--- config.mk ---
export PLATFORM = sky130hd
export DESIGN_NAME = sbrs_table
export DESIGN_NICKNAME = d
export VERILOG_FILES = /design/src/rtl/core/sbrs_pkg.sv /design/src/rtl/core/sbrs_table.sv
export SDC_FILE = /design/constraint.sdc
export NUM_CORES = 2
export LEC_CHECK = 0
export BUFFER_PORTS_ARGS = -buffer_cell sky130_fd_sc_hd__buf_2
export CAP_MARGIN = 0
export CORE_UTILIZATION = 60
export CTS_CLUSTER_SIZE = 28
export DETAILED_ROUTE_END_ITERATION = 6
export PLACE_DENSITY = 0.86
export SLEW_MARGIN = 0
export SYNTH_ARGS = -nofsm -noshare
export SYNTH_HDL_FRONTEND = slang
export SYNTH_SLANG_ARGS = --single-unit
--- constraint.sdc ---
create_clock -name clk -period 10.9 [get_ports clk]
set_input_delay 1.635 -clock clk [delete_from_list [all_inputs] [get_ports clk]]
set_output_delay 1.635 -clock clk [all_outputs]
set_load 0.005 [all_outputs]
--- src/rtl/core/sbrs_pkg.sv ---
package sbrs_pkg;

  // Table geometry.
  localparam int MAX_BOXES = 64;
  localparam int ADDR_W = $clog2(MAX_BOXES);
  localparam int CNT_W = ADDR_W + 1;
  localparam int ID_W = 6;
  localparam int COORD_W = 12;
  localparam int REF_W = 10;
  localparam int WIN_W = 16;
  localparam int RESULT_LIMIT = 64;
  localparam int HIT_W = $clog2(RESULT_LIMIT + 1);

  // Operation codes.
  localparam logic [2:0] OP_CLEAR = 3'd0;
  localparam logic [2:0] OP_LOAD = 3'd1;
  localparam logic [2:0] OP_RIGHT = 3'd2;
  localparam logic [2:0] OP_BELOW = 3'd3;
  localparam logic [2:0] OP_ABOVE = 3'd4;
  localparam logic [2:0] OP_INSIDE = 3'd5;
  localparam logic [2:0] OP_ROOT = 3'd6;
  localparam logic [2:0] OP_SCRIPT = 3'd7;

  // Register indexes.
  localparam logic CFG_REF_WIDTH = 1'b0;
  localparam logic CFG_REF_HEIGHT = 1'b1;

  typedef struct packed {
    logic [2:0]         op;
    logic [COORD_W-1:0] left_x;
    logic [COORD_W-1:0] top_y;
    logic [COORD_W-1:0] right_s;
    logic [COORD_W-1:0] bottom_t;
  } req_t;

  typedef struct packed {
    logic               found;
    logic [ID_W-1:0]    box_id;
    logic [COORD_W-1:0] box_left;
    logic [COORD_W-1:0] box_top;
    logic [COORD_W-1:0] box_right;
    logic [COORD_W-1:0] box_bottom;
    logic               last;
  } rsp_t;

  typedef struct packed {
    logic [COORD_W-1:0] x;
    logic [COORD_W-1:0] y;
    logic [COORD_W-1:0] s;
    logic [COORD_W-1:0] t;
    logic [ID_W-1:0]    id;
  } entry_t;

  typedef struct packed {
    logic              en;
    logic [ADDR_W-1:0] addr;
    entry_t            data;
  } tbl_wr_t;

endpackage

--- src/rtl/core/sbrs_table.sv ---
module sbrs_table
  import sbrs_pkg::*;
(
  input  logic              clk,
  input  tbl_wr_t           wr,
  input  logic [ADDR_W-1:0] raddr,
  output entry_t            rdata
);

  entry_t mem [MAX_BOXES];

  // One write port and one registered read port.
  always_ff @(posedge clk) begin
    if (wr.en) begin
      mem[wr.addr] <= wr.data;
    end
    rdata <= mem[raddr];
  end

endmodule

==> metrics.csv <==
stage,metric,value,unit
setup_path,worstSetupPathType,primary input to flip-flop,
clock_tree,cts_tree,built,
timing,worst_slew_pin_slew,1440,ps
logic_synthesis,synth.area.top_cells,"edfxtp_1 79%, mux4_2 16%, dfxtp_1 0.82%",
logic_synthesis,avgSynthCellArea,24.1,um^2
floorplan,dieWidth,471,um
logic_synthesis,ys_ff_latch,3510,
layout,syn2layout_area_growth,11.4,%
logic_synthesis,ys_async_sr_fraction,0,
status,status,"complete, but fails checks",
clock_tree,cts_resized,0,
timing,tns,0,ps
power_and_ir_drop,p_per_area,191,mW/mm^2
placement,hpwl,197000,um
logic_synthesis,syn-num-nets,5562,
timing,slew_viol_final,0,
placement,place_area,0.136,mm^2
grt,grt_pass1_vias,72262,
logic_synthesis,synth_edf_count,3456,
floorplan,fp.dieArea,0.222,mm^2
timing,fin_skew,59.5,ps
layout,drive_gt1_frac,0.302,
min_path,hold_path.class,flip-flop to flip-flop,
logic_synthesis,synth_cell_types,36,
floorplan,start_util,0.606,
logic_synthesis,yosys.area_share.simple,0.00892,
floorplan,die_y,471,um
logic_synthesis,seq_area_frac_synth,0.794,
setup_path,required,11760,ps
logic_synthesis,synth_top_area_share,0.785,
power_and_ir_drop,peakVddDrop,210,uV
detailed_routing,drc,3,
timing,finalCritPeriodShare,0.442,
floorplan,rows,171,
logic_synthesis,ys_warn_count,0,
layout,finalNetCount,5864,
clock_tree,numCtsBuffers,338,
floorplan,ioPinCount,122,
detailed_routing,wl_per_cell,48.4,um
clock_tree,cts_hold_buf,0,
timing,fin_crit,4810,ps
clock_tree,cts_sinks,3510,
timing,relSlewSlack,0.0433,
clock_tree,cts_max_path_buffers,4,
detailed_routing,drt-pass1-iter-count,7,
detailed_routing,vias,71030,
detailed_routing,ant_nets,0,
logic_synthesis,yosys.area_share.adder,0,
grt,globalRoute.totalOverflow,0,
grt,grt_pass1_wl,585000,um
logic_synthesis,synth_top_family_by_area,multiplexers,
clock_tree,path_clk_slew,70,ps
run,maxCapViolations,0,
layout,fin_area,0.147,mm^2
timing,rsz0062_at_grt,false,
grt,grt_start_max_net_pins,131,
clock_tree,h-tree-depth,5,
timing,finalSetupViolCount,0,
setup_path,worstPathMaxFanout,124,
logic_synthesis,syn_inst,5494,
logic_synthesis,ys.flop_type,edfxtp_1,
logic_synthesis,synth_top_area_cell,edfxtp_1,
detailed_routing,vias_per_cell,7.95,
placement,portBuffers,121,
floorplan,core_area,0.218,mm^2
timing,fmax,208,MHz
logic_synthesis,synth-compound-area-share,0.0175,
timing,hold_viol_final,0,
placement,place_congestion,0.819,
logic_synthesis,netlist_top_cells_count,"3,456 x edfxtp_1, 936 x mux4_2, 169 x o22ai_1",
status,failed_checks,DRC,
logic_synthesis,synthMuxAreaShare,0.168,
grt,grt_use_total,0.393,
detailed_routing,routed_wirelength,432000,um
detailed_routing,drt-initial-drc-count,15206,
clock_tree,root_buffer,clkbuf_16,
power_and_ir_drop,power_leakage,45.5,nW
clock_tree,post_cts_buffers,0,
logic_synthesis,yosysMostFrequentCell,edfxtp_1,
clock_tree,worstSkewPairLatency,990,ps
setup_path,critPathCaptureType,flip-flop,
grt,antenna_found_initial,37,
logic_synthesis,syn-cell-area,0.132,mm^2
setup_path,start_kind,primary input,
logic_synthesis,synth-xor-area-share,0,
setup_path,cp.arrival,5670,ps
power_and_ir_drop,p_total,28.2,mW
==> worst paths after layout <==
| kind | startpoint | endpoint | slack [ps] | cells after the start |
|---|---|---|---|---|
| min reg2reg | mem[50][39]$_DFFE_PP_ | rdata[39]$_DFF_P_ | 960 | 5 |
| max | raddr[1] | rdata[19]$_DFF_P_ | 6090 | 7 |
| min | mem[50][39]$_DFFE_PP_ | rdata[39]$_DFF_P_ | 960 | 5 |
| max reg2reg | mem[40][37]$_DFFE_PP_ | rdata[37]$_DFF_P_ | 8570 | 4 |
==> cells by family after synthesis <==
| kind of cell | count (synthesis) |
|---|---|
| buf+inv | 308 |
| compound gates | 362 |
| flops | 3510 |
| mux | 1037 |
| simple gates | 277 |
==> worst max-delay path: stages <==
cell,delay [ps]
buf_8,570
buf_12,610
buf_4,860
mux4_2,450
mux4_2,470
o22ai_1,340
nor2_1,120
==> per-layer routing <==
layer,GRT usage,vias up,routed length (um)
met1,0.458,35072,118000
met5,0.00303,-,424
met3,0.132,2719,70700
li1,-,24310,-
met2,0.599,8893,199000
met4,0.319,36,43800
==> final cells by class <==
type                    instances  area [um^2]
inverters                       1         6.26
well taps                    2854         3570
diodes                         25         62.6
multi-input cells            1676        26200
flip-flops and latches       3510       105000
fillers                     11737        70800
repair buffers                269         1890
clock inverters               160         1590
clock buffers                 434         9110
==> cell usage in the layout, fill, tap and decap left out, types with 28 or more instances in the layout <==
cell type     n
o21ai_0      34
mux2i_1      49
o22ai_1     169
o221ai_1     53
a21oi_1      70
clkbuf_16   344
nand2_1      54
bufinv_16    28
mux2_2       52
clkinv_1     42
buf_4       139
nor2_4       62
clkbuf_1     74
edfxtp_1   3456
nor2_1      104
mux4_2      936
clkinv_2     56
buf_2       116
dfxtp_1      54
==> state kept, by name (all words and copies together), names as in the netlist <==
| name | cells |
|---|---|
| rdata | 54 |
| mem | 3456 |
==> metrics by stage <==
stage                     setup WS, ps  instances  utilization  hold slack [ps]
after floorplan                   4560       5494            -              758
after global placement            5400       8310        0.626              847
after detailed placement          5360       8310        0.626              880
after CTS                         6210       8904        0.675              957
after global routing              6040       8906        0.675              995
final                             6090       8929        0.675              958
==> report_power, final <==
group / internal, mW / switching, mW / total, mW / leakage (nW)
logic: 0.477 / 0.869 / 1.35 / 8.78
clock network: 6.58 / 5.24 / 11.8 / 5.21
registers: 14.9 / 0.0768 / 15.0 / 31.5
No activity file was read; power rests on OpenSTA's default activity.
